<file path="config.mk">
export PLATFORM = sky130hd
export DESIGN_NAME = mbf_div
export DESIGN_NICKNAME = d
export VERILOG_FILES = /design/src/design/mbf_pkg.sv /design/src/design/mbf_div.sv
export SDC_FILE = /design/constraint.sdc
export NUM_CORES = 1
export LEC_CHECK = 0
export ABC_AREA = 1
export BUFFER_PORTS_ARGS = -buffer_cell sky130_fd_sc_hd__buf_4
export CAP_MARGIN = 0
export CORE_MARGIN = 8
export CORE_UTILIZATION = 35
export DETAILED_ROUTE_END_ITERATION = 8
export HOLD_SLACK_MARGIN = 0.05
export PLACE_DENSITY = 0.52
export SYNTH_ARGS = -nofsm -noshare
export SYNTH_HDL_FRONTEND = slang
export SYNTH_SLANG_ARGS = --single-unit
</file>
<file path="constraint.sdc">
create_clock -name clk -period 7.59 [get_ports clk]
set_input_delay 1.1385 -clock clk [delete_from_list [all_inputs] [get_ports clk]]
set_output_delay 1.1385 -clock clk [all_outputs]
set_load 0.01 [all_outputs]
</file>
<file path="src/design/mbf_pkg.sv">
// Package for the metaball field evaluator.
// Holds field widths, function and register codes, datapath command types.
// No dependencies.
package mbf_pkg;

	// Default store depths.
	localparam int MAX_BALLS_DEF    = 64;
	localparam int MAX_CAPSULES_DEF = 32;

	// Port field widths.
	localparam int FUNC_W     = 2;
	localparam int SLOT_W     = 6;
	localparam int COORD_W    = 16;
	localparam int STR_W      = 16;
	localparam int FIELD_W    = 32;
	localparam int BCNT_W     = 7;
	localparam int CCNT_W     = 6;
	localparam int CFG_IDX_W  = 2;
	localparam int CFG_DATA_W = 7;

	// Internal arithmetic widths.
	localparam int DIFF_W     = 17;  // difference of two coordinates
	localparam int VEC_W      = 19;  // offset vector fed to the squarer
	localparam int MUL_B_W    = 34;  // second multiplier operand
	localparam int PROD_W     = 53;  // multiplier product
	localparam int DOT_W      = 37;  // dot product of two differences
	localparam int L2_W       = 32;  // squared segment length
	localparam int DSQ_W      = 38;  // squared distance
	localparam int NUM_W      = 50;  // divider numerator and quotient
	localparam int FRAC_SHIFT = 24;  // Q8.8 energy over Q16.16 distance to Q16.16

	// Function codes of an input word.
	localparam logic [FUNC_W-1:0] FUNC_BALL = 2'd0;
	localparam logic [FUNC_W-1:0] FUNC_CAP  = 2'd1;
	localparam logic [FUNC_W-1:0] FUNC_EVAL = 2'd2;

	// Configuration register indexes.
	localparam logic [CFG_IDX_W-1:0] REG_BALL_COUNT    = 2'd0;
	localparam logic [CFG_IDX_W-1:0] REG_CAPSULE_COUNT = 2'd1;

	// Datapath operations issued by the controller.
	typedef enum logic [4:0] {
		OP_NONE,
		OP_WR_BALL,
		OP_WR_CAP,
		OP_START,
		OP_RD_BALL,
		OP_RD_CAP,
		OP_LD_BALL,
		OP_LD_CAP,
		OP_DOT,
		OP_L2,
		OP_SEL,
		OP_MULI,
		OP_DIV_AXIS,
		OP_AXIS,
		OP_SQ,
		OP_DIV_TERM,
		OP_ACC,
		OP_FIN
	} op_t;

	typedef struct packed {
		op_t        op;
		logic [1:0] k;   // axis selector
	} cmd_t;

	typedef struct packed {
		logic div_done;
		logic interp;    // projection falls inside the segment
	} stat_t;

endpackage

</file>
<file path="src/design/mbf_div.sv">
// Restoring unsigned divider, one quotient bit per cycle.
// Depends on mbf_pkg for operand widths.
module mbf_div import mbf_pkg::*; (
	input  logic             clk,
	input  logic             arst_n,
	input  logic             start,
	input  logic [NUM_W-1:0] num,
	input  logic [DSQ_W-1:0] den,
	output logic [NUM_W-1:0] quo,
	output logic             done
);

	localparam int CNT_W = $clog2(NUM_W + 1);

	logic [NUM_W-1:0] num_q;
	logic [DSQ_W-1:0] den_q;
	logic [DSQ_W-1:0] rem_q;
	logic [CNT_W-1:0] cnt_q;
	logic             done_q;
	logic [DSQ_W:0]   trial;
	logic             fits;

	// Trial subtraction of the divisor from the shifted remainder.
	assign trial = {rem_q, num_q[NUM_W-1]};
	assign fits  = trial >= {1'b0, den_q};

	// Control: bit counter and done flag.
	always_ff @(posedge clk or negedge arst_n) begin
		if (!arst_n) begin
			cnt_q  <= '0;
			done_q <= 1'b0;
		end else if (start) begin
			cnt_q  <= CNT_W'(NUM_W);
			done_q <= 1'b0;
		end else if (cnt_q != '0) begin
			cnt_q <= cnt_q - 1'b1;
			if (cnt_q == CNT_W'(1)) begin
				done_q <= 1'b1;
			end
		end
	end

	// Operands: the numerator register fills with quotient bits as it shifts out.
	always_ff @(posedge clk) begin
		if (start) begin
			num_q <= num;
			den_q <= den;
			rem_q <= '0;
		end else if (cnt_q != '0) begin
			num_q <= {num_q[NUM_W-2:0], fits};
			rem_q <= fits ? DSQ_W'(trial - {1'b0, den_q}) : trial[DSQ_W-1:0];
		end
	end

	assign quo  = num_q;
	assign done = done_q;

endmodule

</file>
==> reports/summary.md <==
The run finished with clean final reports. The number of buffers on the longest clock path is 2. The number of antenna diodes in the final layout is 0. The first-iteration detailed-routing DRC count is 431, and the number of distinct library cell variants in the gate-level netlist after synthesis is 38. Data on the critical path arrives at its endpoint at 3.59 ns. After synthesis, the largest family of logic cells by area is simple AND/OR/NAND/NOR gates.

The tools report the power dissipated by switching net loads as 1.54 mW. Combinational cells account for 48.0% of the total power. The stage delay of the slowest cell on the critical path is 0.77 ns, and the net switching share of the total power is 43.6%. Among all flip-flop cells after synthesis, the most frequent one is sky130_fd_sc_hd__edfxtp_1.

The multi-input combinational cells in the finished layout cover a total of 3970 sq um. Setup repair after global routing left no endpoint under its margin. The clock tree synthesis step divided the H-tree into 4 levels. The critical path in this run is classified as reg -> reg. With fillers left out, the area of the finished cells amounts to 10400 sq um. The number of nets with antenna violations after routing was 0. The via count of the first global-routing pass was 7782. The setup check on the worst reg-to-reg path leaves a slack of 4.36 ns. The synthesized design spends more area on one cell type than any other, namely sky130_fd_sc_hd__edfxtp_1. The most common library cell in the layout ignoring fill and taps was sky130_fd_sc_hd__nand2_1.

The proportion of power drawn by flip-flops and latches came out at 28.4%. For this design, the sink count on the clock tree is 133. Sequential elements use 42.3% of the synthesized area.

The instance area at placement is 9790 sq um, and the placeable core region is 24000 sq um. After detailed routing, the total wire length is 24600 um. The hold-critical path depth works out to 2. The internal power is 1.99 mW, and the initial core utilization is 35.2%.

Of the total synthesized cell area, the portion taken by AND, OR, NAND and NOR gates is 33.1%. The max-slew violation count is 0. The run gives 0 as the number of DRC violations after detailed routing. Startpoint of the worst hold path: rem_q[37]$_SDFFE_PP0P_.

Entering global routing, the biggest net connects 70 pins. The initial antenna violation count came out at 0. Each instance of the synthesized netlist takes up on average 7.23 sq um. The congestion estimate from routability-driven global placement came to 0.918.

Fraction of the mapped netlist area in compound gates: 5.60%. TritonCTS built the clock tree. Normalized max-slew margin: 31.9%. The library cells used most frequently in the layout, excluding fill and tap cells, are sky130_fd_sc_hd__nand2_1 (441), sky130_fd_sc_hd__inv_1 (184), sky130_fd_sc_hd__buf_4 (147). Of the available clock period, the critical path in the final layout requires 42.6%. The worst-case hold path end point was rem_q[37]$_SDFFE_PP0P_. Across the whole layout, storage elements account for 3580 sq um. For the count of instances resized after the clock tree is built, the log shows 0. The share of synthesized flip-flops with an asynchronous set or reset is 5.26%, and the net count of the finished layout is 1437. Across the VDD grid, the largest voltage drop is 0.175 mV. The total vias in the final route was 7622; the total die area was 29400 sq um. On the final layout, the worst clock skew is 0.0111 ns.

The number of buffers and inverters on the critical path is 4. The time the final worst path needs with I/O delays and setup was 3.23 ns; the number of flops mapped to enable cells by yosys was 88. During placement, the flow inserted port buffers numbering 141. After clock tree synthesis, the clock-pin slew on the worst setup and hold paths is 0.07 ns. STA classifies the critical path startpoint as a flop. For the pin with the worst max-slew slack, the measured transition is 1.02 ns.

The count of final hold-check violations was 0; the multiplexer share of the synthesized area was 0%. Global routing used 17.5% of the available tracks across all layers. Traced cell by cell, the critical path runs through inv_1, ha_1, nand2_1, inv_1, a21oi_1, nand2_1, inv_1, nand2_1, nand2_1, nand4_1, buf_4, nand2_1, nand2_1, o21ai_0.

TritonCTS created 17 clock buffers. In this run the cell area of the synthesized design comes to 8460 sq um. The path class of the tightest hold or removal check is reg -> reg. Tracing the worst setup path back leads to its startpoint at den_q[22]$_DFFE_PP_. The power per standard cell area is 340 nW/um^2.

The number of nets in the synthesized netlist is 1302. Family with the most delay on the worst path: simple AND/OR/NAND/NOR gates. The number of rows in the core area was 57. Sorting the synthesized cells by area gives the leading types as sky130_fd_sc_hd__edfxtp_1 (31%), sky130_fd_sc_hd__nand2_1 (20%), sky130_fd_sc_hd__dfxtp_1 (9.0%). For the number of max-capacitance violations reported, the log shows 0. Of the cells placed in the final design, the portion with a size suffix greater than 1 is 16.8%.

For the leftover overflow at the end of global routing, the log shows 0. Cell chosen for the clock root: sky130_fd_sc_hd__clkbuf_16. In this run the biggest area consumer among cell types represents 31.2% of the synthesized area.

At the end of the flow the core is filled with cells to 43.2%. Adding up every negative setup slack in the final design gives 0 ns. In this run the post-CTS setup repair buffer count came out at 0. After synthesis the netlist holds a flip-flop and latch count of 133. For the part of the total power dissipated in the clock network, the log shows 23.6%. The worst register-to-register path ends at rem_q[2]$_SDFFE_PP0P_. Timing would allow up to 0.309 GHz.

The clock reaches the later pin of the worst-skew pair after 0.43 ns. The die is 171 um tall. For the final number of setup-violating endpoints, the log shows 0. Fill cells in the final layout number 2540.

Before antenna repair, the detailed router went through 5 iterations. The layout overhead on the synthesized area came out at 22.6%. The global-route wire length before repair is 40500 um.

In this run the horizontal extent of the chip is 171 um. Along the worst path, the maximum fanout reaches 20. The tools report the launch instance of the worst register-to-register path as den_q[22]$_DFFE_PP_. Buffers inserted to repair hold after CTS numbered 0. The HPWL after detailed placement came out at 18600 um.

On the critical path, the stage with the largest delay is an instance of sky130_fd_sc_hd__nand4_1. The post-synthesis instance total came out at 1170. The cell that appears most often on the critical path is sky130_fd_sc_hd__nand2_1. The via density per instance came out at 4.64. The worst setup path is captured at a flop. Dividing the detail-routed wire length by the instance count gives 15.0 um.

For this design the top-level I/O count stands at 142. The tools report the yosys synthesis warning count as 0. The leakage power total was 5.35 nW. Summing the areas of all xor and xnor instances in the mapped netlist gives 2.07% of the synthesized area.

For the required time of the critical path, the log shows 7.95 ns. The fraction of the mapped netlist area in adder cells was 6.15%; the depth of the most critical reg-to-reg path was 14.
==> how the worst max path moves through the flow <==
stage | end | slack (ns) | cells past startpoint
after floorplan | quo[0]$_DFFE_PP_ | 4.04 | 4
after global placement | rem_q[3]$_SDFFE_PP0P_ | 4.03 | 9
after detailed placement | rem_q[16]$_SDFFE_PP0P_ | 4.00 | 9
after CTS | rem_q[2]$_SDFFE_PP0P_ | 4.36 | 14
after global routing | rem_q[17]$_SDFFE_PP0P_ | 4.14 | 14
final | rem_q[2]$_SDFFE_PP0P_ | 4.36 | 14
==> flip-flops by register name (all words and copies together) (netlist names) <==
register and flops:
den_q 38, done 1, rem_q 38, cnt_q 6, quo 50
==> kinds of logic (layout without fill, tap and decap cells) <==
group / count (synthesis) / count (layout)
adders and majority gates: 41 / 41
xor gates and xnor gates: 20 / 20
AOI/OAI and AO/OA: 87 / 87
buffers and inverters: 227 / 375
and+or+nand+nor: 662 / 662
DFF: 133 / 133
==> synth_stat cells, drive strengths merged (8+ instances only) <==
| cell | number |
|---|---|
| nand2 | 453 |
| nor3 | 9 |
| buf | 14 |
| a21oi | 36 |
| nor2 | 67 |
| ha | 40 |
| edfxtp | 88 |
| clkbuf | 17 |
| dfxtp | 38 |
| nand3b | 12 |
| nand3 | 110 |
| o21ai | 36 |
| o21bai | 8 |
| xnor2 | 19 |
| inv | 195 |
==> worst register-to-register path: stages, from the launching register on <==
cell and delay, ns:
sky130_fd_sc_hd__edfxtp_1 0.33, sky130_fd_sc_hd__inv_1 0.05, sky130_fd_sc_hd__ha_1 0.37, sky130_fd_sc_hd__nand2_1 0.12, sky130_fd_sc_hd__inv_1 0.06, sky130_fd_sc_hd__a21oi_1 0.25
sky130_fd_sc_hd__nand2_1 0.14, sky130_fd_sc_hd__inv_1 0.15, sky130_fd_sc_hd__nand2_1 0.07, sky130_fd_sc_hd__nand2_1 0.05, sky130_fd_sc_hd__nand4_1 0.77, sky130_fd_sc_hd__buf_4 0.54
sky130_fd_sc_hd__nand2_1 0.09, sky130_fd_sc_hd__nand2_1 0.04, sky130_fd_sc_hd__o21ai_0 0.13
==> power by group through the flow <==
stage                     combinational (mW)  sequential (mW)  clock (mW)
after global placement                  1.68             1.02           0
after detailed placement                1.69             1.01           0
after global routing                    1.93             1.02       0.886
after CTS                               1.70             1.00       0.854
after floorplan                         1.27             1.01           0
final                                   1.69             1.00       0.832
==> cell type report <==
| type | count | area share, % |
|---|---|---|
| well taps | 324 | 3.91 |
| inverters | 196 | 7.09 |
| multi-input cells | 810 | 38.3 |
| clock inverters | 15 | 1.52 |
| repair buffers | 147 | 10.6 |
| flip-flops and latches | 133 | 34.5 |
| clock buffers | 17 | 4.10 |
==> per-stage QoR <==
| stage | setup WS, ns | cells | total power [mW] | hold slack, ns |
|---|---|---|---|---|
| 2_1_floorplan | 4.04 | 1170 | 2.28 | 0.426 |
| 4_1_cts | 4.36 | 1642 | 3.55 | 0.459 |
| 3_5_place_dp | 4.00 | 1610 | 2.70 | 0.445 |
| 5_1_grt | 4.14 | 1642 | 3.83 | 0.487 |
| 6_report | 4.36 | 1642 | 3.52 | 0.461 |
| 3_3_place_gp | 4.03 | 1610 | 2.70 | 0.448 |
==> per-layer routing <==
metal	GRT usage, %	vias up	share of wire [%]
li1	-	3957	-
met1	22.7	3468	47
met2	27.2	179	44
met3	6.63	18	8.0
met4	3.67	0	1.0
met5	0	-	0
Power figures use the tool's default switching activity.
