### config.mk
export PLATFORM = sky130hd
export DESIGN_NAME = mbf_ctrl
export DESIGN_NICKNAME = d
export VERILOG_FILES = /design/src/design/mbf_pkg.sv /design/src/design/mbf_ctrl.sv
export SDC_FILE = /design/constraint.sdc
export NUM_CORES = 1
export LEC_CHECK = 0
export BUFFER_PORTS_ARGS = -buffer_cell sky130_fd_sc_hd__buf_2
export CAP_MARGIN = 5
export CORE_MARGIN = 3
export CORE_UTILIZATION = 25
export CTS_CLUSTER_DIAMETER = 150
export DETAILED_ROUTE_END_ITERATION = 7
export GPL_ROUTABILITY_DRIVEN = 0
export PLACE_DENSITY = 0.49
export SYNTH_ARGS = -nofsm -noshare
export SYNTH_HDL_FRONTEND = slang
export SYNTH_SLANG_ARGS = --single-unit
export TNS_END_PERCENT = 5
### constraint.sdc
create_clock -name clk -period 3.35 [get_ports clk]
set_input_delay 0.67 -clock clk [delete_from_list [all_inputs] [get_ports clk]]
set_output_delay 0.67 -clock clk [all_outputs]
set_load 0.05 [all_outputs]
### src/design/mbf_pkg.sv
// Package for the metaball field evaluator.
// Holds field widths, function and register codes, datapath command types.
// No dependencies.
package mbf_pkg;

	// Default store depths.
	localparam int MAX_BALLS_DEF    = 64;
	localparam int MAX_CAPSULES_DEF = 32;

	// Port field widths.
	localparam int FUNC_W     = 2;
	localparam int SLOT_W     = 6;
	localparam int COORD_W    = 16;
	localparam int STR_W      = 16;
	localparam int FIELD_W    = 32;
	localparam int BCNT_W     = 7;
	localparam int CCNT_W     = 6;
	localparam int CFG_IDX_W  = 2;
	localparam int CFG_DATA_W = 7;

	// Internal arithmetic widths.
	localparam int DIFF_W     = 17;  // difference of two coordinates
	localparam int VEC_W      = 19;  // offset vector fed to the squarer
	localparam int MUL_B_W    = 34;  // second multiplier operand
	localparam int PROD_W     = 53;  // multiplier product
	localparam int DOT_W      = 37;  // dot product of two differences
	localparam int L2_W       = 32;  // squared segment length
	localparam int DSQ_W      = 38;  // squared distance
	localparam int NUM_W      = 50;  // divider numerator and quotient
	localparam int FRAC_SHIFT = 24;  // Q8.8 energy over Q16.16 distance to Q16.16

	// Function codes of an input word.
	localparam logic [FUNC_W-1:0] FUNC_BALL = 2'd0;
	localparam logic [FUNC_W-1:0] FUNC_CAP  = 2'd1;
	localparam logic [FUNC_W-1:0] FUNC_EVAL = 2'd2;

	// Configuration register indexes.
	localparam logic [CFG_IDX_W-1:0] REG_BALL_COUNT    = 2'd0;
	localparam logic [CFG_IDX_W-1:0] REG_CAPSULE_COUNT = 2'd1;

	// Datapath operations issued by the controller.
	typedef enum logic [4:0] {
		OP_NONE,
		OP_WR_BALL,
		OP_WR_CAP,
		OP_START,
		OP_RD_BALL,
		OP_RD_CAP,
		OP_LD_BALL,
		OP_LD_CAP,
		OP_DOT,
		OP_L2,
		OP_SEL,
		OP_MULI,
		OP_DIV_AXIS,
		OP_AXIS,
		OP_SQ,
		OP_DIV_TERM,
		OP_ACC,
		OP_FIN
	} op_t;

	typedef struct packed {
		op_t        op;
		logic [1:0] k;   // axis selector
	} cmd_t;

	typedef struct packed {
		logic div_done;
		logic interp;    // projection falls inside the segment
	} stat_t;

endpackage

### src/design/mbf_ctrl.sv
// Controller of the metaball field evaluator: configuration registers,
// handshakes and the sequencer that walks balls and capsules. Uses mbf_pkg.
module mbf_ctrl import mbf_pkg::*; #(
	parameter int MAX_BALLS    = MAX_BALLS_DEF,
	parameter int MAX_CAPSULES = MAX_CAPSULES_DEF,
	parameter int BA_W         = (MAX_BALLS > 1) ? $clog2(MAX_BALLS) : 1,
	parameter int CA_W         = (MAX_CAPSULES > 1) ? $clog2(MAX_CAPSULES) : 1
) (
	input  logic                  clk,
	input  logic                  arst_n,
	input  logic                  item_valid,
	input  logic [FUNC_W-1:0]     item_func,
	output logic                  item_ready,
	output logic                  result_valid,
	input  logic                  result_ready,
	input  logic                  cfg_valid,
	input  logic [CFG_IDX_W-1:0]  cfg_index,
	input  logic [CFG_DATA_W-1:0] cfg_data,
	output logic                  cfg_ready,
	input  stat_t                 stat,
	output cmd_t                  cmd,
	output logic [BA_W-1:0]       ball_addr,
	output logic [CA_W-1:0]       cap_addr
);

	localparam int BI_W = (BA_W >= BCNT_W) ? BA_W + 1 : BCNT_W;
	localparam int CI_W = (CA_W >= CCNT_W) ? CA_W + 1 : CCNT_W;

	typedef enum logic [4:0] {
		S_IDLE, S_BNEXT, S_BLD, S_SQ, S_TDIV, S_TWAIT, S_ACC,
		S_CNEXT, S_CLD, S_DOT, S_L2, S_SEL, S_IMUL, S_IDIV, S_IWAIT, S_IAX,
		S_FIN
	} state_t;

	state_t            state_q;
	logic [BCNT_W-1:0] ball_count_q;
	logic [CCNT_W-1:0] capsule_count_q;
	logic [BI_W-1:0]   bidx_q;
	logic [CI_W-1:0]   cidx_q;
	logic [1:0]        k_q;
	logic              out_valid_q;
	logic [BI_W-1:0]   nb;
	logic [CI_W-1:0]   nc;
	logic              accept;
	logic              fin_fire;

	// Active entry counts, clamped to the store depths.
	assign nb = (32'(ball_count_q) > MAX_BALLS) ? BI_W'(MAX_BALLS) : BI_W'(ball_count_q);
	assign nc = (32'(capsule_count_q) > MAX_CAPSULES) ?
		CI_W'(MAX_CAPSULES) : CI_W'(capsule_count_q);

	assign item_ready   = (state_q == S_IDLE);
	assign accept       = item_valid && item_ready;
	assign fin_fire     = (state_q == S_FIN) && (!out_valid_q || result_ready);
	assign result_valid = out_valid_q;
	assign cfg_ready    = 1'b1;
	assign ball_addr    = bidx_q[BA_W-1:0];
	assign cap_addr     = cidx_q[CA_W-1:0];

	// Configuration register writes.
	always_ff @(posedge clk or negedge arst_n) begin
		if (!arst_n) begin
			ball_count_q    <= '0;
			capsule_count_q <= '0;
		end else if (cfg_valid) begin
			unique case (cfg_index)
				REG_BALL_COUNT:    ball_count_q    <= cfg_data[BCNT_W-1:0];
				REG_CAPSULE_COUNT: capsule_count_q <= cfg_data[CCNT_W-1:0];
				default: ;
			endcase
		end
	end

	// Sequencer state, counters and the result valid flag.
	always_ff @(posedge clk or negedge arst_n) begin
		if (!arst_n) begin
			state_q     <= S_IDLE;
			bidx_q      <= '0;
			cidx_q      <= '0;
			k_q         <= '0;
			out_valid_q <= 1'b0;
		end else begin
			if (out_valid_q && result_ready && !fin_fire) begin
				out_valid_q <= 1'b0;
			end
			unique case (state_q)
				S_IDLE: begin
					if (accept && item_func == FUNC_EVAL) begin
						bidx_q  <= '0;
						cidx_q  <= '0;
						state_q <= S_BNEXT;
					end
				end
				S_BNEXT: state_q <= (bidx_q < nb) ? S_BLD : S_CNEXT;
				S_BLD: begin
					k_q     <= '0;
					state_q <= S_SQ;
				end
				S_SQ: begin
					if (k_q == 2'd2) begin
						state_q <= S_TDIV;
					end else begin
						k_q <= k_q + 1'b1;
					end
				end
				S_TDIV: state_q <= S_TWAIT;
				S_TWAIT: begin
					if (stat.div_done) begin
						state_q <= S_ACC;
					end
				end
				S_ACC: begin
					if (bidx_q < nb) begin
						bidx_q  <= bidx_q + 1'b1;
						state_q <= S_BNEXT;
					end else begin
						cidx_q  <= cidx_q + 1'b1;
						state_q <= S_CNEXT;
					end
				end
				S_CNEXT: state_q <= (cidx_q < nc) ? S_CLD : S_FIN;
				S_CLD: begin
					k_q     <= '0;
					state_q <= S_DOT;
				end
				S_DOT: begin
					if (k_q == 2'd2) begin
						state_q <= S_L2;
					end else begin
						k_q <= k_q + 1'b1;
					end
				end
				S_L2: state_q <= S_SEL;
				S_SEL: begin
					k_q     <= '0;
					state_q <= stat.interp ? S_IMUL : S_SQ;
				end
				S_IMUL: state_q <= S_IDIV;
				S_IDIV: state_q <= S_IWAIT;
				S_IWAIT: begin
					if (stat.div_done) begin
						state_q <= S_IAX;
					end
				end
				S_IAX: begin
					if (k_q == 2'd2) begin
						k_q     <= '0;
						state_q <= S_SQ;
					end else begin
						k_q     <= k_q + 1'b1;
						state_q <= S_IMUL;
					end
				end
				S_FIN: begin
					if (fin_fire) begin
						out_valid_q <= 1'b1;
						state_q     <= S_IDLE;
					end
				end
				default: state_q <= S_IDLE;
			endcase
		end
	end

	// Datapath command for the current state.
	always_comb begin
		cmd.op = OP_NONE;
		cmd.k  = k_q;
		unique case (state_q)
			S_IDLE: begin
				if (accept) begin
					unique case (item_func)
						FUNC_BALL: cmd.op = OP_WR_BALL;
						FUNC_CAP:  cmd.op = OP_WR_CAP;
						FUNC_EVAL: cmd.op = OP_START;
						default:   cmd.op = OP_NONE;
					endcase
				end
			end
			S_BNEXT:  cmd.op = (bidx_q < nb) ? OP_RD_BALL : OP_NONE;
			S_BLD:    cmd.op = OP_LD_BALL;
			S_SQ:     cmd.op = OP_SQ;
			S_TDIV:   cmd.op = OP_DIV_TERM;
			S_ACC:    cmd.op = OP_ACC;
			S_CNEXT:  cmd.op = (cidx_q < nc) ? OP_RD_CAP : OP_NONE;
			S_CLD:    cmd.op = OP_LD_CAP;
			S_DOT:    cmd.op = OP_DOT;
			S_L2:     cmd.op = OP_L2;
			S_SEL:    cmd.op = OP_SEL;
			S_IMUL:   cmd.op = OP_MULI;
			S_IDIV:   cmd.op = OP_DIV_AXIS;
			S_IAX:    cmd.op = OP_AXIS;
			S_FIN:    cmd.op = fin_fire ? OP_FIN : OP_NONE;
			default:  cmd.op = OP_NONE;
		endcase
	end

endmodule

==> run summary <==
Status - finished, final reports clean
# diodes - 0
Clock root cell - clkbuf_8
Syn Inst Count - 267
Max Clock Skew - 0.00272 ns
Cells taking the most area after synthesis - dfrtp_1 (35%), ha_1 (9.8%), nand2_1 (6.3%), mux2_2 (5.6%), buf_4 (4.6%)
Post-Layout Inst Area - 2730 µm²
Min cycle time layout - 2.99 ns
Synth warnings - 0
VDD IR max - 0.000405 V
TritonCTS Buffers - 5
Largest area contributor in the netlist - dfrtp_1
CP required - 2.68 ns
Core area - 9330 µm²
Overall die height - 105 µm
Clock Latency Late Sink - 0.29 ns
CP dominant cell by count - nand2_1
I/O pin cnt - 39
Iter 0 DRT Violations - 53
Sw power - 1.43 mW
Post-DP Area - 2650 µm²
Power Internal - 1.22 mW
Switching share of power - 54.0%
Total buffers and inverters traversed by the critical path - 2
WL/cell - 13.6 µm
Worst EP arrival - 2.32 ns
Slew @ Worst Pin - 0.786 ns
Total leakage power - 1.29 nW
RSZ-0062 raised after global routing - false
NumNets Final - 328
Clock Sinks - 34
Worst R2R Setup Slack - 1.04 ns
Final Setup Violations - 0
Share of cells above drive strength 1 - 24.1%
FF-to-FF path depth - 8
Post-CTS Resized - 0
Rel. slew slack - 47.6%
Maxcap violations - 0
ANT nets after route - 0
Port bufs - 37
Max clock buf depth - 2
Slowest cell on crit path - dfrtp_1
GRT Total Usage - 10.8%
Post-CTS Setup Inserts - 0
Post-synth EDFFs - 0
Async SR Flop Fraction - 100%
Area growth syn-to-layout - 12.7%
Clk pwr share - 11.7%
Critical path cell sequence - inv_1 -> nand2_1 -> ha_1 -> nand2_1 -> o21ai_1 -> a21o_1 -> o221ai_1 -> buf_2
Register area share after synthesis - 35.1%
Chip Width - 105 µm
Clock Pin Slew Worst Setup and Hold Paths - 0.07 ns
Syn Nets - 304
Final Cycle Share - 89.3%
Hold buffers post-CTS - 0
Flop pwr share - 29.5%
Post-Syn Area - 2430 µm²
Reg-to-Reg Start - ball_count_q[6]$_DFFE_PN0P_
Starting Density - 26.0%
Crit-path max cell delay - 0.38 ns
PwrDens - 970 nW/µm²
Routed WL - 5720 µm
Dpl hpwl - 4280 µm
Crit start category - flip-flop
Fmax achieved - 334 MHz
Distinct cells, synth - 53
Syn_area_per_cell - 9.09 µm²
Fin Setup TNS - 0 ns
Worst Hold Class - input port to async pin
H-tree depth - 2
Pre-Repair DR Iteration Count - 4
Final Hold Vio Count - 0
Top-count cell post-synth - nand2_1
Post-synthesis register bit count - 34
CP Capture Type - output port
# rows - 35
Max Slew Vio Count - 0
Tot Pwr - 2.65 mW
Hold_ws - 0.458 ns
FILL cells - 1002
Vias per cell - 4.65
Synth Flop Type - dfrtp_1
Vias - 1948
CTS tree - yes
Worst-path maximum fanout - 9
Initial antenna violation count - 0
First-pass GRT wire length - 9570 µm
Top cells by count, synth - nand2_1 (41), dfrtp_1 (34), ha_1 (19), a21oi_1 (16), buf_4 (15)
Die Area - 10900 µm²
Crit Path Class - flip-flop to output port
Congestion Overflow GR - 0
CP top delay family - compound AO/OA/AOI/OAI gates
Pin count of the biggest net entering global routing - 35
Drt drc - 0
Vias in the first global route - 1847
R2r endpoint - cidx_q[5]$_DFFE_PN0P_
Gate power share - 58.8%
Post-synth top area share - 35.1%
kinds of logic after synthesis:
family | share of synthesized area (%)
fa+ha+maj | 9.80
xor+xnor | 0.722
mux | 8.05
buf+inv | 7.32
compound gates | 14.4
simple gates | 24.5
other cells | 0.155
flops | 35.1
cells in the final DEF (no fill, tap or decap), types with 3 or more instances in the layout:
cell type	synthesis	layout
nand3_1	9	9
nand2b_1	3	3
and3_1	4	4
mux2i_1	6	6
or3_1	3	3
dfrtp_1	34	34
a31oi_1	4	4
nand2_1	41	41
inv_1	9	9
and4_1	3	3
ha_1	19	19
nand3b_1	3	3
nor2_1	14	14
o21ai_0	13	13
o211ai_1	3	3
buf_4	15	3
mux2_2	12	12
a21oi_1	16	16
a21o_1	4	4
nand4_1	5	5
buf_2	1	37
clkbuf_8	0	6
layout make-up:
class | instances | area (µm²) | share of cell area, %
clock buffer | 6 | 82.6 | 3.02
inverter | 9 | 33.8 | 1.24
multi-input combinational | 201 | 1400 | 51.1
sequential | 34 | 851 | 31.1
tap | 129 | 161 | 5.90
timing repair buffer | 40 | 208 | 7.60
per-stage QoR:
stage | instances | setup WS (ns) | util [%]
floorplan | 267 | 0.408 | -
global placement | 413 | 0.689 | 28.4
detailed placement | 413 | 0.642 | 28.4
CTS | 419 | 0.301 | 29.3
global route | 419 | 0.131 | 29.3
finish | 419 | 0.360 | 29.3
state kept, by name (all words and copies together) (netlist names):
signal and flops:
capsule_count_q 6, k_q 2, result_valid 1, ball_count_q 7, bidx_q 7, cidx_q 6
state_q 5
how the worst max path moves through the flow:
stage                     depth (start not counted)  slack (ns)     end                   startpoint
after floorplan                                   8        0.41  cmd[4]  ball_count_q[6]$_DFFE_PN0P_
after global placement                            8        0.69  cmd[4]  ball_count_q[6]$_DFFE_PN0P_
after detailed placement                          8        0.64  cmd[4]  ball_count_q[6]$_DFFE_PN0P_
after CTS                                         8        0.30  cmd[4]  ball_count_q[6]$_DFFE_PN0P_
after global routing                              8        0.13  cmd[4]  ball_count_q[6]$_DFFE_PN0P_
final                                             8        0.36  cmd[4]  ball_count_q[6]$_DFFE_PN0P_
power by group through the flow:
stage	clock [mW]	sequential (mW)	combinational, mW
after floorplan	0	0.704	1.37
after global placement	0	0.790	1.55
after detailed placement	0	0.794	1.57
after CTS	0.317	0.787	1.58
after global routing	0.336	0.818	1.72
final	0.310	0.782	1.56
metal layers:
metal / share of wire, % / wire, µm / global-route usage (%)
met1: 48 / 2770 / 15.0
met2: 46 / 2600 / 16.5
met3: 4.5 / 256 / 2.30
met4: 1.5 / 85 / 3.70
met5: 0 / 0 / 0
No activity file was read; power rests on OpenSTA's default activity.
